===== src/sv/strf_ram.sv =====
// generic single-port-write, registered-read RAM
`timescale 1ns / 1ps
module strf_ram #(
    parameter int WIDTH = 8,
    parameter int DEPTH = 16
) (
    input  logic                     i_clk,
    input  logic                     i_we,
    input  logic [$clog2(DEPTH)-1:0] i_waddr,
    input  logic [WIDTH-1:0]         i_wdata,
    input  logic                     i_re,
    input  logic [$clog2(DEPTH)-1:0] i_raddr,
    output logic [WIDTH-1:0]         o_rdata
);

    logic [WIDTH-1:0] r_mem [DEPTH];
    logic [WIDTH-1:0] r_rdata;

    always_ff @(posedge i_clk) begin
        if (i_we) begin
            r_mem[i_waddr] <= i_wdata;
        end
        if (i_re) begin
            r_rdata <= r_mem[i_raddr];
        end
    end

    assign o_rdata = r_rdata;

endmodule


===== config.mk =====
export PLATFORM = sky130hd
export DESIGN_NAME = strf_ram
export DESIGN_NICKNAME = d
export VERILOG_FILES = /design/src/sv/strf_ram.sv
export SDC_FILE = /design/constraint.sdc
export NUM_CORES = 1
export LEC_CHECK = 0
export BUFFER_PORTS_ARGS = -buffer_cell sky130_fd_sc_hd__buf_2
export CORE_MARGIN = 1.5
export CORE_UTILIZATION = 50
export DETAILED_ROUTE_END_ITERATION = 10
export HOLD_SLACK_MARGIN = 0.03
export PLACE_DENSITY_LB_ADDON = 0.05
export SETUP_SLACK_MARGIN = 0.4
export SYNTH_ARGS = -nofsm -noshare
export SYNTH_HDL_FRONTEND = slang
export SYNTH_SLANG_ARGS = --single-unit

===== constraint.sdc =====
create_clock -name i_clk -period 3.7 [get_ports i_clk]
set_clock_uncertainty 0.1 [all_clocks]
set_input_delay 0.185 -clock i_clk [delete_from_list [all_inputs] [get_ports i_clk]]
set_output_delay 0.185 -clock i_clk [all_outputs]
set_load 0.005 [all_outputs]

==> reports/qor.yml <==
syn_to_final_growth_pct: 17.64
fmax_ghz: 0.5253
vias_per_cell: 5.593
antenna_found_initial: 0
grt.busiest_layer: "met2"
htreeDepth: 4
use_met2_pct: 31.09
hold_ws_ps: 94.51
drv_slew: 0
period_needed_ps: 1904
rsz0062_at_grt: "no"
cts_tree: "yes"
tightest_slew_ps: 978.7
cp-end-kind: "register"
hold_class: "primary input to register"
cts_buffer_depth: 2
routed-via-count: 2388
met3_usage_pct: 4.947
cts.sinks: 136
core_um2: 10230
finalSetupTns_ps: 0
dieArea_um2: 11080
routabilityCongestion: 0.7172
slowest_delay_ps: 570
synth-edff-count: 136
first_global_vias: 2600
netlist_instances: 229
ios: 27
start_kind: "primary input"
yosysTopAreaCellShare_pct: 78.12
rows: 37
drtIter0Drc: 166
grt_pass1_wl_mm: 15.23
portBuffers: 26
ys_types: 18
final_common_cell: "edfxtp_1"
ys_warn_count: 0
critPathKind: "primary input to register"
critPathTopFamily: "buffers and inverters"
cts_post_setup_buffers_inserted: 0
synth-async-reset-ratio_pct: 0
post-place-ws_ps: 1243
synth_nets: 248
seq_area_frac_synth_pct: 78.12
mostFrequentLayoutCells: "edfxtp_1, buf_2, mux4_2"
fill_cells: 716
synth_top_cells_by_area: "edfxtp_1, mux4_2, mux4_1, a22oi_1, nor2_1"
worstPathRequired_ps: 3840
grt_max_degree: 33
path_cells: "buf_2, buf_4, mux4_1, a22oi_1, nand2_1"
p_leak_nw: 2.041
status: "complete, no violations"
ctsResizeCount: 0
dp.cells: 386
synth_top_area_cell: "edfxtp_1"
instances_no_fill: 427
antenna_left: 0
max_slew_margin_pct: 34.52
powerDensity_nw_per_um2: 573.1
grt.overflow.total: 0
routedWlPerCell_um: 23.14
register_area_um2: 4084
cts_root_buf: "clkbuf_8"
arrival_ps: 2040
cts-buffers-inserted: 17
hold_viol: 0
fin_ws_ps: 1796
drc: 0
antenna_cells: 0
dp.final_hpwl_mm: 6.312
timing.final.crit_share_pct: 51.45
die_x_um: 105.3
clk_pin_slew_worst_paths_ps: 60
drv_cap: 0
setup_viol: 0
globalRouteMet1Util_pct: 27.70
synthesis.area_um2: 5228
vdd_drop_max_v: 0.0002827
multiInputGateArea_um2: 1062
worstPathMaxFanout: 21
grt_use_total_pct: 19.67
cp_num_buf_inv: 2
syn_avg_cell_area_um2: 22.83
slowest_stage: "mux4_1"
synth.ff_latch_count: 136
ys.flop_type: "edfxtp_1"
die_y_um: 105.3
drt-pass1-iter-count: 4
clkLatencyLatePin_ps: 500
start_util_pct: 51.09
fin_nets: 297
wirelength_mm: 9.881
drive_gt1_share_pct: 26.80
Yosys cell counts, types with 2 or more instances:
master	number
mux4_2	18
a22oi_1	16
edfxtp_1	136
mux4_1	14
nor3_1	4
nand2b_1	2
nand3b_1	2
nand2_1	9
buf_6	3
nor2_1	13
clkdlybuf4s25_2	3
buf_2	3
kinds of logic (layout without fill, tap and decap cells):
| logic type | after synthesis | count (layout) | share of synthesized area (%) |
|---|---|---|---|
| flip-flops | 136 | 136 | 78.12 |
| buffers and inverters | 10 | 72 | 1.651 |
| AO/OA/AOI/OAI | 16 | 16 | 2.298 |
| AND/OR/NAND/NOR | 35 | 35 | 3.136 |
| multiplexers | 32 | 32 | 14.79 |
routing by layer:
layer	vias to the layer above	share of wire [%]
li1	1084	-
met1	1220	45
met2	82	49
met3	2	6.3
met4	0	0.30
met5	-	0
layout make-up:
type,instances,area share [%]
Sequential cell,136,66.41
Multi-Input combinational cell,83,17.27
Clock buffer,19,6.857
Timing Repair Buffer,40,4.191
Tap cell,136,2.767
Clock inverter,13,2.503
sequential cells by signal, indices dropped and copies added (netlist names):
name / flops
o_rdata: 8
r_mem: 128
timing repair:
action / 4_1_cts / 5_1_grt
hold endpoints to repair: 136 / 0
hold buffers: 9 / 0
endpoints found under the setup margin: 0 / 0
stage by stage:
step | area, um2 | utilization, % | total power [mW]
after floorplan | 5228 | - | 1.863
after global placement | 5484 | 53.60 | 1.928
after detailed placement | 5484 | 53.60 | 1.931
after CTS | 6150 | 60.11 | 3.545
after global routing | 6150 | 60.11 | 3.629
final | 6150 | 60.11 | 3.524
report_power, final:
group,switching [mW],internal (mW),total [mW]
clock network,0.601,1.02,1.62
registers,0.00964,1.74,1.75
logic,0.0894,0.0678,0.157
final timing paths:
check | slack, ps | end | start | depth (start not counted)
setup / recovery | 1800 | o_rdata[3] | i_raddr[0] | 5
hold / removal | 90 | r_mem[8][1] | i_waddr[0] | 2
setup reg to reg | 2040 | o_rdata[1] | r_mem[2][1] | 3
hold reg to reg | 640 | o_rdata[1] | r_mem[12][1] | 3
(Power assumes the default switching activity.)
