===== src/sv/strf_pkg.sv =====
// package: shared types, constants and codes of the store trace ring
`timescale 1ns / 1ps
package strf_pkg;

    localparam int RING_DEPTH = 1024;
    localparam int RING_AW    = $clog2(RING_DEPTH);
    localparam int MAX_BURST  = 64;
    localparam int FIFO_DEPTH = 4;
    localparam int FIFO_AW    = $clog2(FIFO_DEPTH);

    localparam logic [1:0] MODE_RECORD = 2'd0;
    localparam logic [1:0] MODE_QUERY  = 2'd1;
    localparam logic [1:0] MODE_CLEAR  = 2'd2;

    localparam logic [1:0] CFG_ADDR_LO = 2'd0;
    localparam logic [1:0] CFG_ADDR_HI = 2'd1;
    localparam logic [1:0] CFG_PC_LO   = 2'd2;
    localparam logic [1:0] CFG_PC_HI   = 2'd3;

    localparam logic [6:0]  BURST_W = 7'(MAX_BURST);
    localparam logic [63:0] DEPTH_W = 64'(RING_DEPTH);

    typedef struct packed {
        logic [1:0]  mode;
        logic [31:0] store_addr;
        logic [31:0] store_value;
        logic [7:0]  store_width;
        logic [63:0] cpu_cycle;
        logic [31:0] cpu_pc;
        logic [63:0] start_seq;
        logic [63:0] to_seq;
        logic [6:0]  out_space;
        logic [6:0]  match_limit;
    } t_in_item;

    typedef struct packed {
        logic        valid_res;
        logic        last;
        logic [63:0] entry_seq;
        logic [63:0] entry_cycle;
        logic [31:0] entry_pc;
        logic [31:0] entry_addr;
        logic [31:0] entry_value;
        logic [7:0]  entry_width;
        logic [2:0]  entry_region;
    } t_out_item;

    typedef enum logic [1:0] {
        CMD_RECORD,
        CMD_QUERY,
        CMD_CLEAR
    } t_cmd_kind;

    typedef struct packed {
        t_cmd_kind   kind;
        logic [31:0] addr;
        logic [31:0] value;
        logic [7:0]  width;
        logic [63:0] cycle;
        logic [31:0] pc;
        logic [63:0] start_seq;
        logic [63:0] to_seq;
        logic [6:0]  limit;
    } t_cmd;

    typedef struct packed {
        logic [63:0] cycle;
        logic [31:0] pc;
        logic [31:0] addr;
        logic [31:0] value;
        logic [7:0]  width;
    } t_ring_word;

    typedef struct packed {
        logic [31:0] addr_lo;
        logic [31:0] addr_hi;
        logic [31:0] pc_lo;
        logic [31:0] pc_hi;
    } t_filter_cfg;

    typedef enum logic [2:0] {
        B_IDLE,
        B_BOUND,
        B_LOWER,
        B_READ,
        B_CHECK,
        B_FINISH
    } t_bstate;

endpackage


===== src/sv/strf_back.sv =====
// back end: records stores, scans query windows, drives the result register
`timescale 1ns / 1ps
module strf_back (
    input  logic                          i_clk,
    input  logic                          i_rst_n,
    input  logic                          i_cmd_valid,
    input  strf_pkg::t_cmd                i_cmd,
    output logic                          o_cmd_pop,
    input  strf_pkg::t_filter_cfg         i_cfg,
    output logic                          o_ram_we,
    output logic [strf_pkg::RING_AW-1:0]  o_ram_waddr,
    output strf_pkg::t_ring_word          o_ram_wdata,
    output logic                          o_ram_re,
    output logic [strf_pkg::RING_AW-1:0]  o_ram_raddr,
    input  strf_pkg::t_ring_word          i_ram_rdata,
    output logic                          o_out_valid,
    output strf_pkg::t_out_item           o_out_item,
    input  logic                          i_out_stall
);
    import strf_pkg::*;

    t_bstate     r_state, n_state;
    logic [63:0] r_next_seq;
    logic [63:0] r_from, r_to, r_hi, r_floor, r_s;
    logic        r_old;
    logic [6:0]  r_limit, r_n;
    logic        r_have;
    t_out_item   r_hold;
    logic        r_out_valid;
    t_out_item   r_out;

    logic      can_push;
    logic      in_window;
    logic      pass;
    logic      take;
    logic      push_hold;
    logic      push_final;
    logic      skip;
    t_out_item cur;
    t_out_item last_item;

    assign can_push  = !r_out_valid || !i_out_stall;
    assign in_window = (r_s < r_hi) && (r_n < r_limit);
    assign pass      = (i_ram_rdata.addr >= i_cfg.addr_lo)
                    && (i_cfg.addr_hi == '0 || i_ram_rdata.addr < i_cfg.addr_hi)
                    && (i_ram_rdata.pc >= i_cfg.pc_lo)
                    && (i_cfg.pc_hi == '0 || i_ram_rdata.pc < i_cfg.pc_hi);

    always_comb begin
        cur.valid_res    = 1'b1;
        cur.last         = 1'b0;
        cur.entry_seq    = r_s;
        cur.entry_cycle  = i_ram_rdata.cycle;
        cur.entry_pc     = i_ram_rdata.pc;
        cur.entry_addr   = i_ram_rdata.addr;
        cur.entry_value  = i_ram_rdata.value;
        cur.entry_width  = i_ram_rdata.width;
        cur.entry_region = i_ram_rdata.addr[26:24];
    end

    // final transfer of a query: held entry or empty marker
    always_comb begin
        last_item      = r_have ? r_hold : '0;
        last_item.last = 1'b1;
    end

    // next state
    always_comb begin
        n_state = r_state;
        unique case (r_state)
            B_IDLE: begin
                if (i_cmd_valid && i_cmd.kind == CMD_QUERY) begin
                    n_state = B_BOUND;
                end
            end
            B_BOUND: n_state = B_LOWER;
            B_LOWER: n_state = B_READ;
            B_READ:  n_state = in_window ? B_CHECK : B_FINISH;
            B_CHECK: begin
                if (!pass || !r_have || can_push) begin
                    n_state = B_READ;
                end
            end
            B_FINISH: begin
                if (can_push) begin
                    n_state = B_IDLE;
                end
            end
            default: n_state = B_IDLE;
        endcase
    end

    // outputs and datapath enables
    always_comb begin
        o_cmd_pop  = 1'b0;
        o_ram_we   = 1'b0;
        o_ram_re   = 1'b0;
        take       = 1'b0;
        push_hold  = 1'b0;
        push_final = 1'b0;
        skip       = 1'b0;
        unique case (r_state)
            B_IDLE: begin
                o_cmd_pop = i_cmd_valid;
                o_ram_we  = i_cmd_valid && i_cmd.kind == CMD_RECORD;
            end
            B_BOUND, B_LOWER: ;
            B_READ: o_ram_re = in_window;
            B_CHECK: begin
                skip      = !pass;
                take      = pass && (!r_have || can_push);
                push_hold = pass && r_have && can_push;
            end
            B_FINISH: push_final = can_push;
            default: ;
        endcase
    end

    assign o_ram_waddr       = r_next_seq[RING_AW-1:0];
    assign o_ram_wdata.cycle = i_cmd.cycle;
    assign o_ram_wdata.pc    = i_cmd.pc;
    assign o_ram_wdata.addr  = i_cmd.addr;
    assign o_ram_wdata.value = i_cmd.value;
    assign o_ram_wdata.width = i_cmd.width;
    assign o_ram_raddr       = r_s[RING_AW-1:0];

    always_ff @(posedge i_clk) begin
        if (!i_rst_n) begin
            r_state     <= B_IDLE;
            r_next_seq  <= '0;
            r_have      <= 1'b0;
            r_out_valid <= 1'b0;
        end else begin
            r_state <= n_state;
            if (o_cmd_pop && i_cmd.kind == CMD_RECORD) begin
                r_next_seq <= r_next_seq + 64'd1;
            end else if (o_cmd_pop && i_cmd.kind == CMD_CLEAR) begin
                r_next_seq <= '0;
            end
            if (take) begin
                r_have <= 1'b1;
            end else if (push_final) begin
                r_have <= 1'b0;
            end
            if (push_hold || push_final) begin
                r_out_valid <= 1'b1;
            end else if (!i_out_stall) begin
                r_out_valid <= 1'b0;
            end
        end
    end

    always_ff @(posedge i_clk) begin
        if (o_cmd_pop) begin
            r_from  <= i_cmd.start_seq;
            r_to    <= i_cmd.to_seq;
            r_limit <= i_cmd.limit;
            r_n     <= '0;
        end
        if (r_state == B_BOUND) begin
            r_hi    <= (r_to == '0 || r_to > r_next_seq) ? r_next_seq : r_to;
            r_floor <= r_next_seq - DEPTH_W;
            r_old   <= r_next_seq > DEPTH_W;
            r_s     <= r_from;
        end
        if (r_state == B_LOWER && r_old && r_s < r_floor) begin
            r_s <= r_floor;
        end
        if (take || skip) begin
            r_s <= r_s + 64'd1;
        end
        if (take) begin
            r_n    <= r_n + 7'd1;
            r_hold <= cur;
        end
        if (push_hold) begin
            r_out <= r_hold;
        end else if (push_final) begin
            r_out <= last_item;
        end
    end

    assign o_out_valid = r_out_valid;
    assign o_out_item  = r_out;

endmodule


===== config.mk =====
export PLATFORM = sky130hd
export DESIGN_NAME = strf_back
export DESIGN_NICKNAME = d
export VERILOG_FILES = /design/src/sv/strf_pkg.sv /design/src/sv/strf_back.sv
export SDC_FILE = /design/constraint.sdc
export NUM_CORES = 2
export LEC_CHECK = 0
export BUFFER_PORTS_ARGS = -buffer_cell sky130_fd_sc_hd__buf_2
export CAP_MARGIN = 10
export CORE_AREA = 2 2 398 400
export CTS_CLUSTER_SIZE = 12
export DETAILED_ROUTE_END_ITERATION = 8
export DIE_AREA = 0 0 400 402
export GPL_TIMING_DRIVEN = 0
export PLACE_DENSITY = 0.56
export SLEW_MARGIN = 20
export SYNTH_ARGS = -nofsm -noshare
export SYNTH_HDL_FRONTEND = slang
export SYNTH_SLANG_ARGS = --single-unit

===== constraint.sdc =====
create_clock -name i_clk -period 19 [get_ports i_clk]
set_input_delay 2.85 -clock i_clk [delete_from_list [all_inputs] [get_ports i_clk]]
set_output_delay 2.85 -clock i_clk [all_outputs]
set_load 0.05 [all_outputs]

==> run_results.csv <==
group,metric,value,unit
synth,syn_area,0.04298,mm²
worst_setup_path,slowest_delay,0.89,ns
timing,period_needed,7.846,ns
synth,syn-num-nets,4310,
clocking,cts_buffers,104,
detailed_routing,dr.first_iter.drc_count,2283,
synth,syn_inst,3376,
cells_and_area,final_cell_mix,"879 x buf_2, 801 x edfxtp_1, 330 x inv_1, 329 x ha_1, 247 x and2_1",
synth,yosys_warnings,0,
power_and_ir_drop,p_leak,0.02275,µW
power_and_ir_drop,power.density,113.9,mW/mm²
worst_setup_path,critPathMaxFanout,15,
worst_setup_path,crit_path_cell_trace,"buf_2 -> nor4_1 -> nand4_1 -> nor2_1 -> nor4_1 -> o31a_1 -> a211oi_1 -> o21ai_1 -> o31ai_1 -> buf_2 -> buf_4 -> nand3b_1 -> buf_6 -> buf_6 -> buf_6 -> buf_6",
die,die_area,0.1608,mm²
global_routing,grt_max_degree,96,
worst_setup_path,critPathSlowestCell,"nor4_1",
clocking,clock-sinks,870,
timing,hold_ws,0.4645,ns
clocking,clk_path_buf_depth,3,
worst_setup_path,end_kind,"register",
detailed_routing,drc,0,
die,rows,146,
detailed_routing,finalWirelength,158200,µm
synth,synth_compound_area_share,4.576,%
timing,setup_tns,0,ns
synth,synth_top_family_by_area,"simple AND/OR/NAND/NOR gates",
die,ios,1034,
worst_setup_path,cp.arrival,8.30,ns
cells_and_area,mostFrequentLayoutCell,"buf_2",
synth,ys_types,72,
timing,skew,0.06447,ns
die,die_w,400,µm
synth,ys_seq_area_share,59.18,%
die,core_area,0.1571,mm²
status,status,"completed",
worst_setup_path,r2r-start,"r_next_seq[4]",
power_and_ir_drop,vdd_drop_max,0.07208,mV
global_routing,grt_pass1_wl,216800,µm
detailed_routing,first_pass_iters,5,
timing,min_period_over_period,41.29,%
min_path,min-delay-start,"r_next_seq[4]",
clocking,holdBufCountCts,0,
cells_and_area,finalNetCount,5319,
placed_design,io_buffer_count,865,
synth,ys_async_sr_fraction,0,%
clocking,clk_pin_slew,0.06,ns
global_routing,grt-ovfl-total,0,
clocking,cts_tree,"yes",
die,start_util,27.36,%
synth,synth_edf_count,801,
detailed_routing,avgViaCountPerCell,4.614,
timing,worst_pin_slew,1.056,ns
min_path,hp-class,"register to register",
worst_setup_path,required,19.46,ns
worst_setup_path,crit_top_cell,"buf_6",
timing,setup_viol,0,
detailed_routing,ant_nets,0,
synth,yosys.area_share.simple,11.56,%
placed_design,dp_hpwl,129200,µm
flow_run,cap_violations,0,
placed_design,detailedPlace.worstSlack,9.953,ns
clocking,clock_tree.root_cell,"clkbuf_16",
die,die_y,402,µm
clocking,clk_latency,0.71,ns
worst_setup_path,crit_type,"input pin to register",
timing,fmax,0.1275,GHz
cells_and_area,area_growth,25.91,%
detailed_routing,routedWlPerCell,24.10,µm
clocking,htreeDepth,3,
synth,synth_xor_area_share,3.424,%
global_routing,track_usage,18.98,%
synth,syn_avg_cell_area,12.73,µm²
synth,synthMuxAreaShare,4.661,%
timing,finalMaxSlewViolations,0,
timing,fin_ws,11.15,ns
worst_setup_path,crit_path_start,"i_cfg[64]",
synth,synth_fa_ha_area_share,9.578,%
timing,rsz0062_at_grt,"no",
clocking,ctsResizeCount,0,
clocking,cts_setup_buffers,0,
timing,maxSlewHeadroom,28.94,%
global_routing,first_global_vias,29550,
detailed_routing,vias,30300,
cells_and_area,drive_gt1_share,30.75,%
placed_design,place.gp.congestion,1.151,
worst_setup_path,cp-start-kind,"input pin",
global_routing,antenna_found_initial,54,
timing,hold_viol_final,0,
synth,synth_flop_cell,"edfxtp_1",
synth,synth-seq-cells,870,
## cell type report
type | instances | area (µm²)
fill | 15610 | 103000
timing repair buffer | 903 | 4908
inverter | 334 | 1261
clock buffer | 125 | 2763
multi-input combinational | 1905 | 14570
buffer | 267 | 1765
antenna | 25 | 62.56
clock inverter | 65 | 753.2
tap | 2072 | 2592
sequential | 870 | 25430
## per-stage QoR
step | utilization, % | cell area (µm²) | std cells | total power, µW
final | 34.45 | 54110 | 6566 | 6163
after global placement | 31.76 | 49900 | 6313 | 4137
after global routing | 34.42 | 54070 | 6550 | 6467
after CTS | 34.41 | 54050 | 6541 | 6236
after floorplan | - | 42980 | 3376 | 3614
after detailed placement | 32.17 | 50540 | 6351 | 4141
## critical path: cells and delay by family
kind | cells | cell delay, ns
buffers and inverters | 7 | 1.70
AND/OR/NAND/NOR | 5 | 1.92
AO/OA/AOI/OAI | 4 | 1.76
## cell families after synthesis
kind of cell	count (synthesis)
flip-flops	870
AND/OR/NAND/NOR	902
buffers and inverters	601
AO/OA/AOI/OAI	314
multiplexers	192
XOR/XNOR	168
adder cells (fa/ha/maj)	329
## state kept, by name, indices dropped and copies added (netlist names)
signal       count
r_limit          7
r_state          3
o_out_item     234
r_hi            64
r_old            1
r_n              7
o_out_valid      1
r_next_seq      64
r_from          64
r_to            64
r_s             64
r_floor         64
r_hold         232
r_have           1
## per-layer routing
| metal | part of all wire, % | vias up | global-route usage, % | wire (µm) |
|---|---|---|---|---|
| met2 | 45 | 1095 | 29.29 | 71240 |
| met5 | 0.46 | - | 0.9383 | 722 |
| li1 | - | 14100 | - | - |
| met3 | 8.0 | 259 | 6.046 | 12590 |
| met1 | 43 | 14800 | 24.46 | 68000 |
| met4 | 3.6 | 42 | 7.615 | 5667 |
## synth_stat cells, types with 7 or more instances
library cell  count  area share [%]
nand3_1          87             1.0
nand2b_1         11            0.16
a21oi_1         101             1.2
inv_1           331             2.9
buf_4           197             3.4
and4_1           24            0.49
edfxtp_1        801              56
mux2_2           65             1.7
nor4_1           59            0.86
dfxtp_1          69             3.2
nand2_1         125             1.1
a21o_1           39            0.68
buf_2            12            0.14
o211ai_1         12            0.21
o21a_1           13            0.23
and2_1          247             3.6
a211oi_1         19            0.33
xnor2_1         120             2.4
o21ai_0          72            0.84
or3_1            11            0.16
ha_1            329             9.6
a221oi_1          7            0.14
and3_1           19            0.28
nor2b_1          11            0.16
nor2_1          137             1.2
mux2i_1         127             3.0
nor3_1           48            0.56
a2111oi_0        10            0.20
xor2_1           48            0.98
nand4_1          90             1.3
clkbuf_1         55            0.48
## power by group
part           internal [µW]  leakage (µW)  switching (µW)
Sequential              2440       0.00771             283
Clock                   1210       0.00170             855
Combinational            542        0.0133             836
## path summary, 6_finish.rpt
kind                                   end  slack [ns]  cells past startpoint
worst max-delay path                r_s[2]       11.15                     16
worst max register to register    r_hi[58]       13.79                     10
worst min register to register  r_floor[4]        0.46                      0
worst min-delay path            r_floor[4]        0.46                      0
Power figures use the tool's default switching activity.
