[src/sv/strf_pkg.sv]
// package: shared types, constants and codes of the store trace ring
`timescale 1ns / 1ps
package strf_pkg;

    localparam int RING_DEPTH = 1024;
    localparam int RING_AW    = $clog2(RING_DEPTH);
    localparam int MAX_BURST  = 64;
    localparam int FIFO_DEPTH = 4;
    localparam int FIFO_AW    = $clog2(FIFO_DEPTH);

    localparam logic [1:0] MODE_RECORD = 2'd0;
    localparam logic [1:0] MODE_QUERY  = 2'd1;
    localparam logic [1:0] MODE_CLEAR  = 2'd2;

    localparam logic [1:0] CFG_ADDR_LO = 2'd0;
    localparam logic [1:0] CFG_ADDR_HI = 2'd1;
    localparam logic [1:0] CFG_PC_LO   = 2'd2;
    localparam logic [1:0] CFG_PC_HI   = 2'd3;

    localparam logic [6:0]  BURST_W = 7'(MAX_BURST);
    localparam logic [63:0] DEPTH_W = 64'(RING_DEPTH);

    typedef struct packed {
        logic [1:0]  mode;
        logic [31:0] store_addr;
        logic [31:0] store_value;
        logic [7:0]  store_width;
        logic [63:0] cpu_cycle;
        logic [31:0] cpu_pc;
        logic [63:0] start_seq;
        logic [63:0] to_seq;
        logic [6:0]  out_space;
        logic [6:0]  match_limit;
    } t_in_item;

    typedef struct packed {
        logic        valid_res;
        logic        last;
        logic [63:0] entry_seq;
        logic [63:0] entry_cycle;
        logic [31:0] entry_pc;
        logic [31:0] entry_addr;
        logic [31:0] entry_value;
        logic [7:0]  entry_width;
        logic [2:0]  entry_region;
    } t_out_item;

    typedef enum logic [1:0] {
        CMD_RECORD,
        CMD_QUERY,
        CMD_CLEAR
    } t_cmd_kind;

    typedef struct packed {
        t_cmd_kind   kind;
        logic [31:0] addr;
        logic [31:0] value;
        logic [7:0]  width;
        logic [63:0] cycle;
        logic [31:0] pc;
        logic [63:0] start_seq;
        logic [63:0] to_seq;
        logic [6:0]  limit;
    } t_cmd;

    typedef struct packed {
        logic [63:0] cycle;
        logic [31:0] pc;
        logic [31:0] addr;
        logic [31:0] value;
        logic [7:0]  width;
    } t_ring_word;

    typedef struct packed {
        logic [31:0] addr_lo;
        logic [31:0] addr_hi;
        logic [31:0] pc_lo;
        logic [31:0] pc_hi;
    } t_filter_cfg;

    typedef enum logic [2:0] {
        B_IDLE,
        B_BOUND,
        B_LOWER,
        B_READ,
        B_CHECK,
        B_FINISH
    } t_bstate;

endpackage

[src/sv/strf_front.sv]
// front end: accepts items, classifies them and queues commands
`timescale 1ns / 1ps
module strf_front (
    input  logic              i_clk,
    input  logic              i_rst_n,
    input  logic              i_in_valid,
    input  strf_pkg::t_in_item i_in_item,
    output logic              o_in_stall,
    output logic              o_cmd_valid,
    output strf_pkg::t_cmd    o_cmd,
    input  logic              i_cmd_pop
);
    import strf_pkg::*;

    t_cmd               r_queue [FIFO_DEPTH];
    logic [FIFO_AW-1:0] r_wr_ptr, n_wr_ptr;
    logic [FIFO_AW-1:0] r_rd_ptr, n_rd_ptr;
    logic [FIFO_AW:0]   r_count, n_count;

    t_cmd       cmd_new;
    logic       accept;
    logic       push;
    logic       pop;
    logic [6:0] room;
    logic [6:0] cap;

    assign o_in_stall  = (r_count == (FIFO_AW + 1)'(FIFO_DEPTH));
    assign accept      = i_in_valid && !o_in_stall;
    assign o_cmd_valid = (r_count != '0);
    assign pop         = i_cmd_pop && o_cmd_valid;
    assign o_cmd       = r_queue[r_rd_ptr];

    always_comb begin
        room = (i_in_item.out_space > BURST_W) ? BURST_W : i_in_item.out_space;
        cap  = (i_in_item.match_limit == '0 || i_in_item.match_limit > BURST_W)
             ? BURST_W : i_in_item.match_limit;
        cmd_new.addr      = i_in_item.store_addr;
        cmd_new.value     = i_in_item.store_value;
        cmd_new.width     = i_in_item.store_width;
        cmd_new.cycle     = i_in_item.cpu_cycle;
        cmd_new.pc        = i_in_item.cpu_pc;
        cmd_new.start_seq = i_in_item.start_seq;
        cmd_new.to_seq    = i_in_item.to_seq;
        cmd_new.limit     = (room < cap) ? room : cap;
        push              = accept;
        unique case (i_in_item.mode)
            MODE_RECORD: cmd_new.kind = CMD_RECORD;
            MODE_QUERY:  cmd_new.kind = CMD_QUERY;
            MODE_CLEAR:  cmd_new.kind = CMD_CLEAR;
            default: begin
                // unused mode is dropped
                cmd_new.kind = CMD_CLEAR;
                push         = 1'b0;
            end
        endcase
    end

    always_comb begin
        n_wr_ptr = push ? r_wr_ptr + 1'b1 : r_wr_ptr;
        n_rd_ptr = pop  ? r_rd_ptr + 1'b1 : r_rd_ptr;
        n_count  = r_count + (FIFO_AW + 1)'(push) - (FIFO_AW + 1)'(pop);
    end

    always_ff @(posedge i_clk) begin
        if (!i_rst_n) begin
            r_wr_ptr <= '0;
            r_rd_ptr <= '0;
            r_count  <= '0;
        end else begin
            r_wr_ptr <= n_wr_ptr;
            r_rd_ptr <= n_rd_ptr;
            r_count  <= n_count;
        end
    end

    always_ff @(posedge i_clk) begin
        if (push) begin
            r_queue[r_wr_ptr] <= cmd_new;
        end
    end

endmodule

[config.mk]
export PLATFORM = sky130hd
export DESIGN_NAME = strf_front
export DESIGN_NICKNAME = d
export VERILOG_FILES = /design/src/sv/strf_pkg.sv /design/src/sv/strf_front.sv
export SDC_FILE = /design/constraint.sdc
export NUM_CORES = 1
export LEC_CHECK = 0
export ABC_CLOCK_PERIOD_IN_PS = 28400
export BUFFER_PORTS_ARGS = -buffer_cell sky130_fd_sc_hd__buf_2
export CORE_MARGIN = 5
export CORE_UTILIZATION = 55
export CTS_CLUSTER_SIZE = 14
export DETAILED_ROUTE_END_ITERATION = 12
export PLACE_DENSITY = 0.77
export SLEW_MARGIN = 10
export SYNTH_ARGS = -nofsm -noshare
export SYNTH_HDL_FRONTEND = slang
export SYNTH_SLANG_ARGS = --single-unit
[constraint.sdc]
create_clock -name i_clk -period 28.4 [get_ports i_clk]
set_input_delay 5.68 -clock i_clk [delete_from_list [all_inputs] [get_ports i_clk]]
set_output_delay 5.68 -clock i_clk [all_outputs]
set_load 0.005 [all_outputs]
==> results of run 1 <==
flip-flops by register name, indices dropped and copies added (netlist names), named ones only:
signal and cells:
r_queue 1220, r_count 3, r_rd_ptr 2, r_wr_ptr 2
worst register-to-register path: cells and delay by family (launching register included):
family                 cells  cell delay (ns)
buffers and inverters      3             2.68
and+or+nand+nor            3             1.59
DFF                        1             0.33
worst max path at each step:
stage                               from                  endpoint  slack, ns  cells past startpoint
after global routing                flop                 o_cmd[63]      18.05                      4
after global placement    i_in_item[311]  r_queue[1][58]$_DFFE_PP_      17.97                      8
after floorplan           i_in_item[310]   r_queue[0][0]$_DFFE_PP_      14.68                      4
final                               flop                 o_cmd[63]      18.50                      4
after CTS                           flop                 o_cmd[63]      18.37                      4
after detailed placement  i_in_item[311]  r_queue[1][93]$_DFFE_PP_      17.90                      8
per-layer routing:
| metal | vias up | share of wire |
|---|---|---|
| met5 | - | 0.0014 |
| met4 | 24 | 0.041 |
| met3 | 215 | 0.084 |
| met2 | 807 | 0.52 |
| met1 | 10839 | 0.35 |
| li1 | 8770 | - |
synthesized netlist by cell type (all sizes together):
library cell  instances
nor3b                 1
buf                  61
nand2                 4
mux2i                 2
o21ai                 1
nand4                 1
mux4                305
inv                   7
nor2                  3
o22ai                 6
nor2b                 8
or3                   1
fa                    1
edfxtp             1220
clkbuf                9
xnor2                 3
ha                   12
o211ai                7
nand2b                6
and2                 12
xor2                  2
nor4                  1
a21oi                 5
dfxtp                 9
logic make-up (layout without fill, tap and decap cells):
kind of cell | after synthesis | after routing
flops | 1229 | 1229
compound gates | 19 | 19
fa+ha+maj | 13 | 13
simple gates | 37 | 37
buf+inv | 77 | 860
other cells | 0 | 37
xor+xnor | 5 | 5
mux | 307 | 307
report_power, final:
group / total [mW] / switching [mW] / internal [mW]
Clock: 1.49 / 0.639 / 0.855
Combinational: 0.906 / 0.459 / 0.448
Sequential: 2.20 / 0.0537 / 2.15
final cells by class:
type                       instances  area, µm²  area share
clock inverter                    69        693      0.0131
multi-input combinational        381       7480       0.142
sequential                      1229      36800       0.698
tap                             1060       1330      0.0251
antenna                           37       92.6     0.00175
clock buffer                     141       3020      0.0572
timing repair buffer             643       3320      0.0629
inverter                           7       26.3    0.000498
placed cells by master, fill, tap and decap left out, types with 7 or more instances in the layout:
master and n:
and2_1 7, clkinv_2 17, clkbuf_16 117, clkinv_1 30, buf_2 622, ha_1 12, dfxtp_1 7, inv_1 7
mux4_2 305, bufinv_16 11, edfxtp_1 1220, buf_4 17, diode_2 37, clkbuf_1 24, nor2b_1 8
per-stage QoR:
step	hold slack (ns)	area, µm²	utilization
after floorplan	0.528	44800	-
after global placement	0.549	49000	0.607
after detailed placement	0.588	49000	0.607
after CTS	0.595	52700	0.653
after global routing	0.626	52700	0.654
final	0.583	52800	0.654
==> results.toml, run 1 <==
[logic_synthesis]
synth_nets = 2016
synth-simple-area-share = 0.00514
syn_avg_cell_area_um2 = 26.6
netlist_top_cells_area = "edfxtp_1 82%, mux4_2 15%, buf_6 0.73%"
ys_seq_elements = 1229
synth_cell_type_count = 29
synth_top_family_by_area = "multiplexers"
ys_seq_area_frac = 0.821
yosysWarnings = 0
synth_compound_area_frac = 0.00304
synth_top_area_frac = 0.817
synth_top_area_cell = "edfxtp_1"
synth_xor_area_frac = 0.000977
synth_cells = 1687
synth_fa_ha_area_frac = 0.00380
netlist_area_um2 = 44800
muxShareOfSynthArea = 0.154

[critical_path]
cpMaxStageDelayCell = "dfxtp_4"
cp-end-kind = "primary output"
arrival_ns = 4.22
critPathKind = "flop to primary output"
r2r_end = "r_queue[1][43]$_DFFE_PP_"
worstReg2RegStart = "r_count[2]$_SDFF_PN0_"
reg2reg_depth = 6
path_cells = "buf_4 > buf_12 > mux4_2 > buf_2"
cp_max_fo = 104
cp_top_family = "buffers and inverters"
r2r_slack_ns = 23.33
crit_buf_inv = 3
crit_path_start_kind = "flop"
critPathMaxStageDelay_ns = 1.03
cp.required_ns = 22.72

[clock_tree]
cts_tree = "done"
clock_path_buffers = 3
cts_root_buf = "clkbuf_16"
cts_resized = 0
clock_latency_ns = 0.66
cts_made_buffers = 114
hold_buffers = 0
htreeDepth = 3
path_clk_slew_ns = 0.06
cts.sink_count = 1229
cts_setup_buffers = 0

[sta]
rsz0062_at_grt = "no"
relSlewSlack = 0.235
worst_slack_ns = 18.50
clock_skew_ns = 0.0277
setup_tns_ns = 0
worst_pin_slew_ns = 1.15
period_needed_ns = 9.90
slew_viol_final = 0
fmax_mhz = 101
finalHoldViolCount = 0
finalSetupViolCount = 0
period_share = 0.349

[grt]
grt_use_met2 = 0.369
grt_pass1_vias = 21927
grtUsageTotal = 0.221
busiest_layer = "met2"
grt_antenna_before_repair = 46
use_met1 = 0.271
grt_use_met3 = 0.0693
grt_pass1_wl_um = 143000
grt_max_degree = 157
gr-total-overflow = 0

[run_status]
status = "complete, no violations"

[power]
p_total_mw = 4.60
p_leak_nw = 17.4
peakVddDrop_uv = 74.2
p_per_area_nw_per_um2 = 87.2

[layout]
final_cells = 3567
nNetsFinal = 2705
drive_gt1_frac = 0.451
area_delta_synth_final_pct = 17.7
nFillCells = 5047

[routing]
vias_per_cell = 5.79
drc = 0
vias = 20655
firstDrtPassIters = 5
wire_per_inst_um = 27.4
drtAntennaViolNets = 0
wl_um = 97600
initialDrtViolationCount = 1556

[floorplanning]
ios = 623
die_h_um = 296
start_util = 0.556
die_x_um = 296
core_um2 = 80700
dieArea_um2 = 87300
rows = 104

[placed_design]
port_buffers = 622
place.gp.congestion = 0.789
placed_cells = 3320
pre_cts_ws_ns = 17.90
hpwl_um = 60700

[min_path]
hold_path_depth = 2
min_from = "r_rd_ptr[1]$_SDFFE_PN0P_"
hp-class = "flop to flop"

[run]
cap_violations = 0
(Power assumes the default switching activity.)
==> inputs of run 2 (changes only) <==
- ABC_AREA: default -> 1
- ABC_CLOCK_PERIOD_IN_PS: 28400 -> 8900
- CORE_UTILIZATION: 55 -> 52
- PLACE_DENSITY: 0.77 -> 0.76
- clock period: 28.4 -> 8.9 ns (I/O delays scaled with it)
==> run 2 against run 1 <==
Effect of this change: clock power grew to 3.1 times the previous value; global-route usage hardly changed; sequential power grew to 3.2 times the previous value; final cell count is 38% higher; power grew to 3.2 times the previous value; clock skew is 0.0040 ns lower; first-iteration DRC count is 82% higher; synthesized cell count is 83% higher; register-to-register slack worse by 17 ns; sequential share of layout area is 0.87 points lower; hold slack worse by 0.12 ns; critical path type unchanged; largest cell class unchanged; largest power group unchanged; highest routed layer unchanged.
==> results.toml, run 2 <==
[critical_path]
arrival_ns = 4.27
cp-end-kind = "primary output"
cp_max_fo = 231
worstReg2RegStart = "r_count[1]$_SDFF_PN0_"
crit_path_start_kind = "flop"
cp.required_ns = 7.12
critPathKind = "flop to primary output"
r2r_end = "r_queue[0][125]$_DFFE_PP_"
reg2reg_depth = 8
r2r_slack_ns = 5.93

[min_path]
hp-class = "flop to flop"
min_from = "r_rd_ptr[1]$_SDFFE_PN0P_"
hold_path_depth = 2

[grt]
grt_antenna_before_repair = 42
busiest_layer = "met2"
grt_use_met2 = 0.379
grt_max_degree = 232
gr-total-overflow = 0
use_met1 = 0.269
grt_use_met3 = 0.0502
grtUsageTotal = 0.220
grt_pass1_wl_um = 161000
grt_pass1_vias = 27114

[routing]
initialDrtViolationCount = 2831
wire_per_inst_um = 21.8
vias_per_cell = 5.68
drc = 0
drtAntennaViolNets = 0
firstDrtPassIters = 5
wl_um = 108000
vias = 28045

[placed_design]
placed_cells = 4687
hpwl_um = 61500
dpl_cell_area_um2 = 49700
port_buffers = 622
place.gp.congestion = 0.796

[layout]
largest-register = "r_queue"
nFillCells = 6265
nNetsFinal = 3981
mostFrequentLayoutCells = "1220 x edfxtp_1, 626 x nor2_1, 622 x buf_2"
drive_gt1_frac = 0.221
final_area_um2 = 53400
area_delta_synth_final_pct = 16.8
reg_top3 = "r_queue: 1220 flops, r_count: 3 flops"
fin_util = 0.614
largest_reg_flops = 1220
final_cells = 4936
mostFrequentLayoutCell = "edfxtp_1"

[floorplanning]
start_util = 0.526
dieArea_um2 = 94000
ios = 623
core_um2 = 87000
die_x_um = 307
rows = 108
die_h_um = 307

[sta]
fmax_mhz = 165
relSlewSlack = 0.121
period_needed_ns = 6.05
worst_pin_slew_ns = 1.32
setup_tns_ns = 0
slew_viol_final = 0
clock_skew_ns = 0.0237
finalHoldViolCount = 0
rsz0062_at_grt = "no"
finalSetupViolCount = 0
period_share = 0.680

[run]
cap_violations = 0

[power]
switching_share = 0.285
power_frac_seq = 0.478
p_leak_nw = 18.5
internal_power_mw = 10.5
p_total_mw = 14.7
p_per_area_nw_per_um2 = 275
clkPwrFrac = 0.319
p_comb_frac = 0.202
p_switching_mw = 4.18
peakVddDrop_uv = 285

[logic_synthesis]
synth.most_common_cell = "edfxtp_1"
netlist_top_cells_area = "edfxtp_1 80%, nor2_1 5.2%, o22ai_1 4.2%"
syn_avg_cell_area_um2 = 14.8
synth_nets = 3422
synth_top_area_cell = "edfxtp_1"
ys_seq_elements = 1229
netlist_area_um2 = 45800
synth_cell_type_count = 26
synth_cells = 3093
yosysWarnings = 0
synthArstFlopShare = 0
ys_top_cells_by_count = "1220 x edfxtp_1, 630 x nor2_1, 318 x o21ai_0"
ys_seq_area_frac = 0.805
synth_edf_count = 1220
ys.flop_type = "edfxtp_1"
synth_top_area_frac = 0.801

[clock_tree]
path_clk_slew_ns = 0.06
cts_tree = "done"
cts.sink_count = 1229
hold_buffers = 0
cts_setup_buffers = 0
cts_root_buf = "clkbuf_16"
clock_latency_ns = 0.69
cts_resized = 0
clock_path_buffers = 3
cts_made_buffers = 118
htreeDepth = 3

[run_status]
status = "complete, no violations"
## run 2: changes by cell type after synthesis, moves of 22 or more
cell      change
nor2_1      +628
o21ai_0     +318
mux4_2      -305
o22ai_1     +299
o21ai_1     +296
buf_2        +74
clkbuf_1     +74
nand2_1      +32
buf_6        -24
inv_1        +22
## run 2: cell type report
| cell class | count | area (µm²) | area share |
|---|---|---|---|
| Multi-Input combinational cell | 1626 | 7860 | 0.147 |
| Inverter | 34 | 151 | 0.00283 |
| Clock inverter | 82 | 607 | 0.0114 |
| Sequential cell | 1229 | 36800 | 0.689 |
| Clock buffer | 135 | 3060 | 0.0572 |
| Tap cell | 1155 | 1450 | 0.0270 |
| Timing Repair Buffer | 643 | 3420 | 0.0640 |
| Antenna cell | 32 | 80.1 | 0.00150 |
## run 2: cells by family after synthesis
group | Yosys count | synth area share
buffers and inverters | 238 | 0.0241
flip-flops | 1229 | 0.805
AO/OA/AOI/OAI | 930 | 0.110
AND/OR/NAND/NOR | 683 | 0.0570
adder cells (fa/ha/maj) | 13 | 0.00372
## run 2: power groups by stage
stage	Sequential [mW]	Clock (mW)	Combinational (mW)
after floorplan	7.20	0	1.66
after CTS	7.02	4.77	2.98
after detailed placement	7.14	0	2.96
final	7.02	4.69	2.97
after global placement	7.12	0	2.91
after global routing	7.05	5.05	3.23
## run 2: how the worst max path moves through the flow
stage,start,to,slack [ns],cells past startpoint
2_1_floorplan,i_in_item[310],r_queue[0][0]$_DFFE_PP_,-1.67,5
3_3_place_gp,flop,o_cmd[159],3.66,5
3_5_place_dp,flop,o_cmd[170],3.62,5
4_1_cts,flop,o_cmd[188],2.78,5
5_1_grt,flop,o_cmd[159],2.55,5
6_report,flop,o_cmd[159],2.85,5
## run 2: stage by stage
step | worst slack, ns | hold WS [ns]
after CTS | 2.78 | 0.462
after floorplan | -1.67 | 0.441
after detailed placement | 3.62 | 0.449
final | 2.85 | 0.458
after global placement | 3.66 | 0.448
after global routing | 2.55 | 0.505
## run 2: worst max-delay path, stage by stage, from the launching register on
cell and delay [ns]:
dfxtp_4 0.97, buf_4 0.84, buf_12 0.54, o21ai_0 0.28, o22ai_1 0.33, buf_2 0.18
## run 2: per-layer routing
metal,part of all wire,wire length [µm]
met4,0.042,4510
met2,0.52,55900
met5,0.00090,97
met3,0.072,7770
met1,0.37,39400
